`src/rtl/core/itbd_pkg.sv`:
```
// Shared types, constants and helpers for the integer to base digits converter.
`default_nettype none

package itbd_pkg;

    localparam int RADIX_W   = 5;
    localparam int ALPHA_W   = 64;
    localparam int CHAR_W    = 8;
    localparam int DIGIT_W   = 4;
    localparam int CFG_IDX_W = 2;
    localparam int ALPHA_N   = 16;
    localparam int DIV_BITS  = 8;
    localparam int QUEUE_AW  = 1;

    localparam logic [RADIX_W-1:0] MIN_RADIX = 5'd2;
    localparam logic [RADIX_W-1:0] MAX_RADIX = 5'd16;

    localparam logic [RADIX_W-1:0] RADIX_RESET    = 5'd10;
    localparam logic [ALPHA_W-1:0] ALPHA_LO_RESET = 64'h3736_3534_3332_3130;
    localparam logic [ALPHA_W-1:0] ALPHA_HI_RESET = 64'h4645_4443_4241_3938;

    localparam logic [CHAR_W-1:0] CHAR_PLUS  = 8'h2B;
    localparam logic [CHAR_W-1:0] CHAR_MINUS = 8'h2D;
    localparam logic [CHAR_W-1:0] CHAR_SPACE = 8'h20;
    localparam logic [CHAR_W-1:0] CHAR_MAX   = 8'd126;

    typedef enum logic [CFG_IDX_W-1:0] {
        REG_RADIX_SIZE  = 2'd0,
        REG_ALPHA_FIRST = 2'd1,
        REG_ALPHA_LAST  = 2'd2
    } t_reg_idx;

    typedef enum logic {
        K_ZERO,
        K_CONV
    } t_kind;

    typedef struct packed {
        t_kind kind;
        logic  neg;
    } t_cmd_ctrl;

    typedef struct packed {
        logic [RADIX_W-1:0] radix;
        logic [ALPHA_W-1:0] alpha_lo;
        logic [ALPHA_W-1:0] alpha_hi;
    } t_cfg;

    typedef enum logic [2:0] {
        S_IDLE,
        S_SIGN,
        S_DIV,
        S_READ,
        S_EMIT
    } t_back_state;

    function automatic logic [CHAR_W-1:0] alpha_char(
        input logic [ALPHA_W-1:0] lo,
        input logic [ALPHA_W-1:0] hi,
        input logic [DIGIT_W-1:0] idx
    );
        logic [ALPHA_W-1:0] word;
        word = idx[3] ? hi : lo;
        return word[{idx[2:0], 3'b000} +: CHAR_W];
    endfunction

endpackage

`default_nettype wire

```
`src/rtl/core/itbd_if.sv`:
```
// Handshake channel interfaces for input values, output characters and register writes.
`default_nettype none

interface itbd_in_if #(
    parameter int VALUE_WIDTH = 32
);
    logic                          valid;
    logic                          ready;
    logic signed [VALUE_WIDTH-1:0] value;

    modport source (output valid, output value, input ready);
    modport sink   (input valid, input value, output ready);
endinterface

interface itbd_out_if;
    logic                          valid;
    logic                          ready;
    logic [itbd_pkg::CHAR_W-1:0]   character;
    logic                          last;

    modport source (output valid, output character, output last, input ready);
    modport sink   (input valid, input character, input last, output ready);
endinterface

interface itbd_cfg_if;
    logic                           valid;
    logic                           ready;
    logic [itbd_pkg::CFG_IDX_W-1:0] index;
    logic [itbd_pkg::ALPHA_W-1:0]   data;

    modport source (output valid, output index, output data, input ready);
    modport sink   (input valid, input index, input data, output ready);
endinterface

`default_nettype wire

```
`src/rtl/core/itbd_cfg.sv`:
```
// Configuration registers and alphabet validity check.
`default_nettype none

module itbd_cfg (
    input  wire logic          i_clk,
    input  wire logic          i_rst_n,
    itbd_cfg_if.sink           i_cfg,
    output itbd_pkg::t_cfg     o_cfg,
    output logic               o_alpha_ok
);

    logic [itbd_pkg::RADIX_W-1:0] r_radix, n_radix;
    logic [itbd_pkg::ALPHA_W-1:0] r_alpha_lo, n_alpha_lo;
    logic [itbd_pkg::ALPHA_W-1:0] r_alpha_hi, n_alpha_hi;

    assign i_cfg.ready = 1'b1;

    always_comb begin
        n_radix    = r_radix;
        n_alpha_lo = r_alpha_lo;
        n_alpha_hi = r_alpha_hi;
        if (i_cfg.valid) begin
            case (i_cfg.index)
                itbd_pkg::REG_RADIX_SIZE:  n_radix    = i_cfg.data[itbd_pkg::RADIX_W-1:0];
                itbd_pkg::REG_ALPHA_FIRST: n_alpha_lo = i_cfg.data;
                itbd_pkg::REG_ALPHA_LAST:  n_alpha_hi = i_cfg.data;
                default: ;
            endcase
        end
    end

    always_ff @(posedge i_clk) begin
        if (!i_rst_n) begin
            r_radix    <= itbd_pkg::RADIX_RESET;
            r_alpha_lo <= itbd_pkg::ALPHA_LO_RESET;
            r_alpha_hi <= itbd_pkg::ALPHA_HI_RESET;
        end else begin
            r_radix    <= n_radix;
            r_alpha_lo <= n_alpha_lo;
            r_alpha_hi <= n_alpha_hi;
        end
    end

    // radix in 2..16; each used character printable, not a sign, unique
    always_comb begin : alpha_check
        logic [itbd_pkg::CHAR_W-1:0] ci;
        logic                        bad;
        bad = (r_radix < itbd_pkg::MIN_RADIX) || (r_radix > itbd_pkg::MAX_RADIX);
        for (int i = 0; i < itbd_pkg::ALPHA_N; i++) begin
            ci = itbd_pkg::alpha_char(r_alpha_lo, r_alpha_hi, itbd_pkg::DIGIT_W'(i));
            if (i < int'(r_radix)) begin
                if (ci == itbd_pkg::CHAR_PLUS || ci == itbd_pkg::CHAR_MINUS ||
                    ci <= itbd_pkg::CHAR_SPACE || ci > itbd_pkg::CHAR_MAX) begin
                    bad = 1'b1;
                end
                for (int j = i + 1; j < itbd_pkg::ALPHA_N; j++) begin
                    if (j < int'(r_radix) &&
                        ci == itbd_pkg::alpha_char(r_alpha_lo, r_alpha_hi,
                                                   itbd_pkg::DIGIT_W'(j))) begin
                        bad = 1'b1;
                    end
                end
            end
        end
        o_alpha_ok = !bad;
    end

    assign o_cfg.radix    = r_radix;
    assign o_cfg.alpha_lo = r_alpha_lo;
    assign o_cfg.alpha_hi = r_alpha_hi;

endmodule

`default_nettype wire

```
`src/rtl/core/itbd_front.sv`:
```
// Front end: takes input values, classifies them and forms the magnitude.
`default_nettype none

module itbd_front #(
    parameter int VALUE_WIDTH = 32
) (
    input  wire logic                    i_clk,
    input  wire logic                    i_rst_n,
    itbd_in_if.sink                      i_in,
    input  wire logic                    i_alpha_ok,
    input  wire logic                    i_q_full,
    output logic                         o_push,
    output itbd_pkg::t_cmd_ctrl          o_push_ctrl,
    output logic [VALUE_WIDTH-1:0]       o_push_mag
);

    logic                   r_hold_valid, n_hold_valid;
    logic [VALUE_WIDTH-1:0] r_hold_value;
    logic                   accept;
    logic                   is_zero;
    logic                   neg;
    logic                   drop;
    logic                   done;

    assign is_zero = (r_hold_value == '0);
    assign neg     = r_hold_value[VALUE_WIDTH-1];
    // nonzero value with a bad alphabet yields no text
    assign drop    = !is_zero && !i_alpha_ok;
    assign done    = r_hold_valid && (drop || !i_q_full);
    assign accept  = i_in.valid && i_in.ready;

    assign i_in.ready       = !r_hold_valid || done;
    assign o_push           = r_hold_valid && !drop && !i_q_full;
    assign o_push_ctrl.kind = is_zero ? itbd_pkg::K_ZERO : itbd_pkg::K_CONV;
    assign o_push_ctrl.neg  = neg && !is_zero;
    assign o_push_mag       = neg ? (~r_hold_value + 1'b1) : r_hold_value;

    always_comb begin
        n_hold_valid = r_hold_valid;
        if (accept) begin
            n_hold_valid = 1'b1;
        end else if (done) begin
            n_hold_valid = 1'b0;
        end
    end

    always_ff @(posedge i_clk) begin
        if (!i_rst_n) begin
            r_hold_valid <= 1'b0;
        end else begin
            r_hold_valid <= n_hold_valid;
        end
    end

    always_ff @(posedge i_clk) begin
        if (accept) begin
            r_hold_value <= i_in.value;
        end
    end

endmodule

`default_nettype wire

```
`src/rtl/core/itbd_fifo.sv`:
```
// Short command queue between front end and back end.
`default_nettype none

module itbd_fifo #(
    parameter int DATA_W = 34
) (
    input  wire logic              i_clk,
    input  wire logic              i_rst_n,
    input  wire logic              i_push,
    input  wire logic [DATA_W-1:0] i_data,
    output logic                   o_full,
    input  wire logic              i_pop,
    output logic [DATA_W-1:0]      o_data,
    output logic                   o_valid
);

    localparam int AW    = itbd_pkg::QUEUE_AW;
    localparam int DEPTH = 2 ** AW;
    localparam int CW    = AW + 1;

    logic [DATA_W-1:0] r_mem [DEPTH];
    logic [AW-1:0]     r_wr, n_wr;
    logic [AW-1:0]     r_rd, n_rd;
    logic [CW-1:0]     r_count, n_count;

    assign o_full  = (r_count == CW'(DEPTH));
    assign o_valid = (r_count != '0);
    assign o_data  = r_mem[r_rd];

    always_comb begin
        n_wr    = r_wr;
        n_rd    = r_rd;
        n_count = r_count;
        if (i_push) begin
            n_wr = r_wr + 1'b1;
        end
        if (i_pop) begin
            n_rd = r_rd + 1'b1;
        end
        if (i_push && !i_pop) begin
            n_count = r_count + 1'b1;
        end else if (!i_push && i_pop) begin
            n_count = r_count - 1'b1;
        end
    end

    always_ff @(posedge i_clk) begin
        if (!i_rst_n) begin
            r_wr    <= '0;
            r_rd    <= '0;
            r_count <= '0;
        end else begin
            r_wr    <= n_wr;
            r_rd    <= n_rd;
            r_count <= n_count;
        end
    end

    always_ff @(posedge i_clk) begin
        if (i_push) begin
            r_mem[r_wr] <= i_data;
        end
    end

endmodule

`default_nettype wire

```
`src/rtl/core/itbd_back.sv`:
```
// Back end: long division by the radix, digit stack and character output register.
`default_nettype none

module itbd_back #(
    parameter int VALUE_WIDTH = 32
) (
    input  wire logic                                                  i_clk,
    input  wire logic                                                  i_rst_n,
    input  wire logic                                                  i_q_valid,
    input  wire logic [$bits(itbd_pkg::t_cmd_ctrl)+VALUE_WIDTH-1:0]    i_q_data,
    output logic                                                       o_q_pop,
    input  wire itbd_pkg::t_cfg                                        i_cfg,
    itbd_out_if.source                                                 o_out
);

    localparam int NCH = (VALUE_WIDTH + itbd_pkg::DIV_BITS - 1) / itbd_pkg::DIV_BITS;
    localparam int PW  = NCH * itbd_pkg::DIV_BITS;
    localparam int CW  = $clog2(VALUE_WIDTH + 1);
    localparam int IW  = $clog2(VALUE_WIDTH);
    localparam int KW  = $clog2(NCH + 1);
    localparam int DW  = $bits(itbd_pkg::t_cmd_ctrl) + VALUE_WIDTH;

    itbd_pkg::t_cmd_ctrl           q_ctrl;
    logic [VALUE_WIDTH-1:0]        q_mag;
    itbd_pkg::t_back_state         r_state, n_state;
    logic [PW-1:0]                 r_work, n_work, div_work;
    logic [itbd_pkg::DIGIT_W-1:0]  r_rem, n_rem, div_rem;
    logic [KW-1:0]                 r_chunk, n_chunk;
    logic [CW-1:0]                 r_cnt, n_cnt, cnt_dec;
    logic                          r_ovalid, n_ovalid;
    logic [itbd_pkg::CHAR_W-1:0]   r_char, n_char;
    logic                          r_last, n_last;
    logic [itbd_pkg::DIGIT_W-1:0]  r_stack [VALUE_WIDTH];
    logic [itbd_pkg::DIGIT_W-1:0]  r_rd;
    logic                          mem_we;
    logic                          mem_re;
    logic                          can_load;

    assign q_ctrl   = i_q_data[DW-1:VALUE_WIDTH];
    assign q_mag    = i_q_data[VALUE_WIDTH-1:0];
    assign cnt_dec  = r_cnt - 1'b1;
    assign can_load = !r_ovalid || o_out.ready;

    assign o_out.valid     = r_ovalid;
    assign o_out.character = r_char;
    assign o_out.last      = r_last;

    // one chunk of restoring division: quotient bits shift in at the bottom
    always_comb begin : div_step
        logic [itbd_pkg::DIGIT_W:0]   rem5;
        logic [itbd_pkg::DIGIT_W-1:0] rem;
        logic [PW-1:0]                work;
        rem  = r_rem;
        work = r_work;
        rem5 = '0;
        for (int k = 0; k < itbd_pkg::DIV_BITS; k++) begin
            rem5 = {rem, work[PW-1]};
            work = {work[PW-2:0], 1'b0};
            if (rem5 >= i_cfg.radix) begin
                rem5    = rem5 - i_cfg.radix;
                work[0] = 1'b1;
            end
            rem = rem5[itbd_pkg::DIGIT_W-1:0];
        end
        div_rem  = rem;
        div_work = work;
    end

    always_comb begin
        n_state  = r_state;
        n_work   = r_work;
        n_rem    = r_rem;
        n_chunk  = r_chunk;
        n_cnt    = r_cnt;
        n_ovalid = r_ovalid && !o_out.ready;
        n_char   = r_char;
        n_last   = r_last;
        o_q_pop  = 1'b0;
        mem_we   = 1'b0;
        mem_re   = 1'b0;
        case (r_state)
            itbd_pkg::S_IDLE: begin
                if (i_q_valid) begin
                    if (q_ctrl.kind == itbd_pkg::K_ZERO) begin
                        if (can_load) begin
                            o_q_pop  = 1'b1;
                            n_ovalid = 1'b1;
                            n_char   = itbd_pkg::alpha_char(i_cfg.alpha_lo, i_cfg.alpha_hi,
                                                            '0);
                            n_last   = 1'b1;
                        end
                    end else begin
                        o_q_pop = 1'b1;
                        n_work  = PW'(q_mag);
                        n_rem   = '0;
                        n_chunk = '0;
                        n_cnt   = '0;
                        n_state = q_ctrl.neg ? itbd_pkg::S_SIGN : itbd_pkg::S_DIV;
                    end
                end
            end
            itbd_pkg::S_SIGN: begin
                if (can_load) begin
                    n_ovalid = 1'b1;
                    n_char   = itbd_pkg::CHAR_MINUS;
                    n_last   = 1'b0;
                    n_state  = itbd_pkg::S_DIV;
                end
            end
            itbd_pkg::S_DIV: begin
                n_work  = div_work;
                n_rem   = div_rem;
                n_chunk = r_chunk + 1'b1;
                if (r_chunk == KW'(NCH - 1)) begin
                    // digit complete: push it, stop once the quotient is zero
                    mem_we  = 1'b1;
                    n_cnt   = r_cnt + 1'b1;
                    n_rem   = '0;
                    n_chunk = '0;
                    if (div_work == '0) begin
                        n_state = itbd_pkg::S_READ;
                    end
                end
            end
            itbd_pkg::S_READ: begin
                mem_re  = 1'b1;
                n_cnt   = cnt_dec;
                n_state = itbd_pkg::S_EMIT;
            end
            itbd_pkg::S_EMIT: begin
                if (can_load) begin
                    n_ovalid = 1'b1;
                    n_char   = itbd_pkg::alpha_char(i_cfg.alpha_lo, i_cfg.alpha_hi, r_rd);
                    n_last   = (r_cnt == '0);
                    if (r_cnt == '0) begin
                        n_state = itbd_pkg::S_IDLE;
                    end else begin
                        // fetch the next digit down while this one goes out
                        mem_re = 1'b1;
                        n_cnt  = cnt_dec;
                    end
                end
            end
            default: n_state = itbd_pkg::S_IDLE;
        endcase
    end

    always_ff @(posedge i_clk) begin
        if (!i_rst_n) begin
            r_state <= itbd_pkg::S_IDLE;
        end else begin
            r_state <= n_state;
        end
    end

    always_ff @(posedge i_clk) begin
        if (!i_rst_n) begin
            r_ovalid <= 1'b0;
            r_chunk  <= '0;
            r_cnt    <= '0;
        end else begin
            r_ovalid <= n_ovalid;
            r_chunk  <= n_chunk;
            r_cnt    <= n_cnt;
        end
    end

    always_ff @(posedge i_clk) begin
        r_work <= n_work;
        r_rem  <= n_rem;
        r_char <= n_char;
        r_last <= n_last;
    end

    always_ff @(posedge i_clk) begin
        if (mem_we) begin
            r_stack[r_cnt[IW-1:0]] <= div_rem;
        end
    end

    always_ff @(posedge i_clk) begin
        if (mem_re) begin
            r_rd <= r_stack[cnt_dec[IW-1:0]];
        end
    end

endmodule

`default_nettype wire

```
`src/rtl/core/integer_to_base_digits.sv`:
```
// Integer to base digits converter: top level.
//
// Converts signed VALUE_WIDTH-bit values to text in a programmable radix
// (2 to 16) with a programmable 16-character alphabet, one character per
// transfer on o_out, most significant first, a leading '-' for negative
// values, and last set on the final character of each value.
// i_in takes one value per transfer; i_cfg writes register 0 (radix size),
// 1 (characters 0..7) or 2 (characters 8..15), always ready.
// A value is registered in the front end, classified from that register
// and queued. The back end runs restoring long division, 8 bits per
// cycle, each digit dividing the whole magnitude in 8-bit chunks. It pops a
// nonzero value, emits a '-' for a negative one, divides digit by digit onto
// the stack, reads the first digit back and emits the digits; a zero is
// popped and emitted as character 0 of the alphabet. A nonzero value
// with a bad alphabet yields no output.
// Reset restores radix 10 and the alphabet "0123456789ABCDEF", empties
// the queue and drops any value in flight.
// When the receiver stalls, the output register holds its character; the
// back end keeps dividing once any sign is out and waits only to emit, while
// the two-entry queue and the front register keep taking up to three more values.
`default_nettype none

module integer_to_base_digits #(
    parameter int VALUE_WIDTH = 32
) (
    input  wire logic   i_clk,
    input  wire logic   i_rst_n,
    itbd_in_if.sink     i_in,
    itbd_out_if.source  o_out,
    itbd_cfg_if.sink    i_cfg
);

    localparam int DW = $bits(itbd_pkg::t_cmd_ctrl) + VALUE_WIDTH;

    itbd_pkg::t_cfg         cfg_bus;
    logic                   alpha_ok;
    logic                   q_push;
    itbd_pkg::t_cmd_ctrl    push_ctrl;
    logic [VALUE_WIDTH-1:0] push_mag;
    logic                   q_full;
    logic                   q_pop;
    logic                   q_valid;
    logic [DW-1:0]          q_data;

    itbd_cfg u_cfg (
        .i_clk      (i_clk),
        .i_rst_n    (i_rst_n),
        .i_cfg      (i_cfg),
        .o_cfg      (cfg_bus),
        .o_alpha_ok (alpha_ok)
    );

    itbd_front #(
        .VALUE_WIDTH (VALUE_WIDTH)
    ) u_front (
        .i_clk       (i_clk),
        .i_rst_n     (i_rst_n),
        .i_in        (i_in),
        .i_alpha_ok  (alpha_ok),
        .i_q_full    (q_full),
        .o_push      (q_push),
        .o_push_ctrl (push_ctrl),
        .o_push_mag  (push_mag)
    );

    itbd_fifo #(
        .DATA_W (DW)
    ) u_fifo (
        .i_clk   (i_clk),
        .i_rst_n (i_rst_n),
        .i_push  (q_push),
        .i_data  ({push_ctrl, push_mag}),
        .o_full  (q_full),
        .i_pop   (q_pop),
        .o_data  (q_data),
        .o_valid (q_valid)
    );

    itbd_back #(
        .VALUE_WIDTH (VALUE_WIDTH)
    ) u_back (
        .i_clk     (i_clk),
        .i_rst_n   (i_rst_n),
        .i_q_valid (q_valid),
        .i_q_data  (q_data),
        .o_q_pop   (q_pop),
        .i_cfg     (cfg_bus),
        .o_out     (o_out)
    );

`ifndef SYNTHESIS
    a_push_not_full: assert property (@(posedge i_clk) disable iff (!i_rst_n)
        q_push |-> !q_full)
        else $error("command pushed into a full queue");

    a_pop_not_empty: assert property (@(posedge i_clk) disable iff (!i_rst_n)
        q_pop |-> q_valid)
        else $error("command popped from an empty queue");

    a_conv_needs_alphabet: assert property (@(posedge i_clk) disable iff (!i_rst_n)
        (q_push && push_ctrl.kind == itbd_pkg::K_CONV) |-> alpha_ok)
        else $error("conversion queued with an invalid alphabet");

    a_conv_nonzero: assert property (@(posedge i_clk) disable iff (!i_rst_n)
        (q_push && push_ctrl.kind == itbd_pkg::K_CONV) |-> (push_mag != '0))
        else $error("conversion queued with zero magnitude");
`endif

endmodule

`default_nettype wire
```
`src/flat_wrapper.sv`:
```
// flat-port wrapper written by rule: the top's interface ports become plain ports
module integer_to_base_digits_flat 
#(
    parameter int VALUE_WIDTH = 32
)
  (i_clk, i_rst_n, i_in_valid, i_in_value, i_in_ready, o_out_valid, o_out_character, o_out_last, o_out_ready, i_cfg_valid, i_cfg_index, i_cfg_data, i_cfg_ready);
  itbd_in_if #(.VALUE_WIDTH(VALUE_WIDTH)) i_in_i ();
  itbd_out_if o_out_i ();
  itbd_cfg_if i_cfg_i ();
  input  wire logic i_clk;
  input  wire logic i_rst_n;
  input wire logic [$bits(i_in_i.valid)-1:0] i_in_valid;
  input wire logic [$bits(i_in_i.value)-1:0] i_in_value;
  output wire logic [$bits(i_in_i.ready)-1:0] i_in_ready;
  output wire logic [$bits(o_out_i.valid)-1:0] o_out_valid;
  output wire logic [$bits(o_out_i.character)-1:0] o_out_character;
  output wire logic [$bits(o_out_i.last)-1:0] o_out_last;
  input wire logic [$bits(o_out_i.ready)-1:0] o_out_ready;
  input wire logic [$bits(i_cfg_i.valid)-1:0] i_cfg_valid;
  input wire logic [$bits(i_cfg_i.index)-1:0] i_cfg_index;
  input wire logic [$bits(i_cfg_i.data)-1:0] i_cfg_data;
  output wire logic [$bits(i_cfg_i.ready)-1:0] i_cfg_ready;
  assign i_in_i.valid = i_in_valid;
  assign i_in_i.value = i_in_value;
  assign i_in_ready = i_in_i.ready;
  assign o_out_valid = o_out_i.valid;
  assign o_out_character = o_out_i.character;
  assign o_out_last = o_out_i.last;
  assign o_out_i.ready = o_out_ready;
  assign i_cfg_i.valid = i_cfg_valid;
  assign i_cfg_i.index = i_cfg_index;
  assign i_cfg_i.data = i_cfg_data;
  assign i_cfg_ready = i_cfg_i.ready;
  integer_to_base_digits #(.VALUE_WIDTH(VALUE_WIDTH)) u_core (.i_clk(i_clk), .i_rst_n(i_rst_n), .i_in(i_in_i), .o_out(o_out_i), .i_cfg(i_cfg_i));
endmodule
```
`config.mk`:
```
export PLATFORM = sky130hd
export DESIGN_NAME = integer_to_base_digits_flat
export DESIGN_NICKNAME = d
export VERILOG_FILES = /design/src/rtl/core/itbd_pkg.sv /design/src/rtl/core/itbd_if.sv /design/src/rtl/core/itbd_cfg.sv /design/src/rtl/core/itbd_front.sv /design/src/rtl/core/itbd_fifo.sv /design/src/rtl/core/itbd_back.sv /design/src/rtl/core/integer_to_base_digits.sv /design/src/flat_wrapper.sv
export SDC_FILE = /design/constraint.sdc
export NUM_CORES = 2
export LEC_CHECK = 0
export ABC_AREA = 1
export BUFFER_PORTS_ARGS = -buffer_cell sky130_fd_sc_hd__buf_2
export CORE_UTILIZATION = 48
export DETAILED_ROUTE_END_ITERATION = 10
export SETUP_SLACK_MARGIN = 0.5
export SYNTH_ARGS = -nofsm -noshare
export SYNTH_HDL_FRONTEND = slang
export SYNTH_SLANG_ARGS = --single-unit
```
`constraint.sdc`:
```
create_clock -name i_clk -period 17.28 [get_ports i_clk]
set_clock_uncertainty 0.15 [all_clocks]
set_input_delay 3.456 -clock i_clk [delete_from_list [all_inputs] [get_ports i_clk]]
set_output_delay 3.456 -clock i_clk [all_outputs]
set_load 0.02 [all_outputs]
```
==> results.cfg <==
[run_status]
status = finished clean

[final_layout]
fin_nets = 5311
nFillCells = 7277
fin_cells = 6151
area_growth_pct = 6.68
drive_gt1_frac = 0.0753

[logic_synthesis]
synth_area_leaders = edfxtp_1, nand2_1, dfxtp_1
syn_inst = 5298
syn_area_per_cell_um2 = 6.65
synth_area_mm2 = 0.0352
syn_nets = 5457
async_flop_share = 0
synth_top_cells_by_count = nand2_1, nor2_1, o21ai_0
yosysUniqueCellTypes = 56
ys_seq_area_frac = 0.323
yosysMostFrequentCell = nand2_1
ys_seq_elements = 429
synth_flop_cell = edfxtp_1
yosys_warnings = 0
yosysTopAreaCell = edfxtp_1
synth_top_area_share = 0.236
synth_edf_count = 277

[clock_network]
clock_latency_ps = 730
cts_htree_levels = 2
cts_root_buffer = clkbuf_16
cts_tree = yes
numClockSinks = 429
cts_buffer_depth = 3
cts_buffers = 49
path_clk_slew_ps = 60
post_cts_resized = 0
post_cts_buffers = 0
ctsHoldBuffers = 0

[place]
dp_hpwl_mm = 115
dp_slack_ps = 3000
placedCellCount = 6050
routabilityCongestion = 1.13
port_buffers = 113

[route]
drt-initial-drc-count = 7246
antenna_left = 0
wirelength_mm = 190
wire_per_inst_um = 31.0
vias = 40027
vias_per_cell = 6.51
drtPass1Iterations = 7
drcViolationCount = 0

[grt]
grt_antenna_before_repair = 21
track_usage = 0.501
grt.met3_usage = 0.208
overflow = 0
grt_pass1_wl_mm = 265
grt_max_degree = 85
grt_util_met2 = 0.705
grtUsageMet1 = 0.595
grt_pass1_vias = 35776
grt.busiest_layer = met2

[sta]
finalCriticalPeriod_ps = 14590
fmax_ghz = 0.0685
fin_crit_sh = 0.844
hold_violations = 0
slew_headroom = 0.0224
worst_slew_pin_slew_ps = 1470
rsz0062_at_grt = no
drv_slew = 0
setup_viol = 0
fin_tns_setup_ps = 0
fin_ws_ps = 2690

[die]
io_pins = 115
fp.coreArea_mm2 = 0.0720
die_x_um = 273
rows = 98
die_h_um = 273
initial_core_util = 0.489
die-area_mm2 = 0.0744

[job]
cap_viol_max_count = 0

[worst_setup_path]
crit_required_ps = 17260
crit_start = u_core.u_cfg.r_radix[4]$_SDFFE_PN0P_
critPathMaxStageDelay_ps = 560
end_kind = flip-flop
crit_arrival_ps = 14580
crit_top_cell = nand2_1
crit_path_start_kind = flip-flop
worstSetupPathType = reg -> reg
worstPathMaxFanout = 32
slowest_stage = nand2_1
r2r-start = u_core.u_cfg.r_radix[4]$_SDFFE_PN0P_

[worst_hold_path]
hp-start = u_core.u_back.r_chunk[1]$_SDFFE_PN0P_
hold_class = reg -> reg
==> metal layers <==
| layer | share of wire | wire length (um) | up-vias |
|---|---|---|---|
| met5 | 0.00075 | 143 | - |
| met4 | 0.10 | 19800 | 22 |
| met3 | 0.15 | 29400 | 1224 |
| met2 | 0.39 | 74800 | 3655 |
| met1 | 0.35 | 66200 | 18150 |
| li1 | - | - | 16976 |
==> registers in the layout, indices dropped and copies added, names as in the netlist, 6 cells and up, named ones only <==
signal	cells
u_core.u_back.r_cnt	6
u_core.u_front.r_hold_value	32
u_core.u_cfg.r_alpha_lo	64
u_core.u_fifo.r_mem	68
u_core.u_cfg.r_alpha_hi	64
u_core.u_back.o_out.character	8
u_core.u_back.r_work	32
u_core.u_back.r_stack	128
==> cell usage in the layout, fill, tap and decap left out, types with 70 or more instances in the layout <==
cell,instances
nand4_1,214
a21oi_1,216
o21ai_0,301
xnor2_1,262
buf_2,112
nand2_1,1850
nand3_1,212
buf_4,159
nor2_1,591
dfxtp_1,151
inv_1,241
edfxtp_1,277
o211ai_1,70
xor2_1,129
==> layout make-up <==
cell class / instances / area [um^2] / share of cell area
inverters: 276 / 1040 / 0.0278
clock inverters: 28 / 340 / 0.00906
well taps: 950 / 1190 / 0.0316
multi-input cells: 4125 / 20500 / 0.545
diodes: 8 / 20.0 / 0.000533
flip-flops and latches: 429 / 11400 / 0.302
repair buffers: 271 / 1750 / 0.0467
clock buffers: 64 / 1380 / 0.0366
==> metrics by stage <==
step,area (um^2),util,hold WS [ps]
2_1_floorplan,35200,-,295
3_3_place_gp,35800,0.498,307
3_5_place_dp,35800,0.498,311
4_1_cts,37500,0.522,319
5_1_grt,37600,0.522,345
6_report,37600,0.522,318
==> cells by family (layout without fill, tap and decap cells) <==
| group | Yosys count | in the layout | share of synthesized area |
|---|---|---|---|
| compound gates | 732 | 732 | 0.118 |
| mux | 14 | 14 | 0.00401 |
| other cells | 1 | 9 | 0.000106 |
| simple gates | 2931 | 2931 | 0.339 |
| buf+inv | 744 | 639 | 0.0969 |
| flops | 429 | 429 | 0.323 |
| xor+xnor | 391 | 391 | 0.0972 |
| fa+ha+maj | 56 | 56 | 0.0216 |
==> worst paths after layout <==
path / endpoint / cells after the start / slack [ps]
worst min-delay path: u_core.u_back.r_chunk[1]$_SDFFE_PN0P_ / 2 / 320
worst max-delay path: u_core.u_back.r_stack[10][2]$_DFFE_PP_ / 68 / 2690
worst max register to register: u_core.u_back.r_stack[10][2]$_DFFE_PP_ / 68 / 2690
worst min register to register: u_core.u_back.r_chunk[1]$_SDFFE_PN0P_ / 2 / 320
==> worst max-delay path, delay by kind of cell (launching register included) <==
| kind | cells | cell delay, ps |
|---|---|---|
| simple gates | 25 | 2780 |
| mux | 1 | 420 |
| compound gates | 26 | 5860 |
| buf+inv | 8 | 1480 |
| flops | 1 | 520 |
| fa+ha+maj | 8 | 2730 |
Power is not shown: default switching activity piles up to over one toggle a cycle in this logic, so the estimate is an artifact.
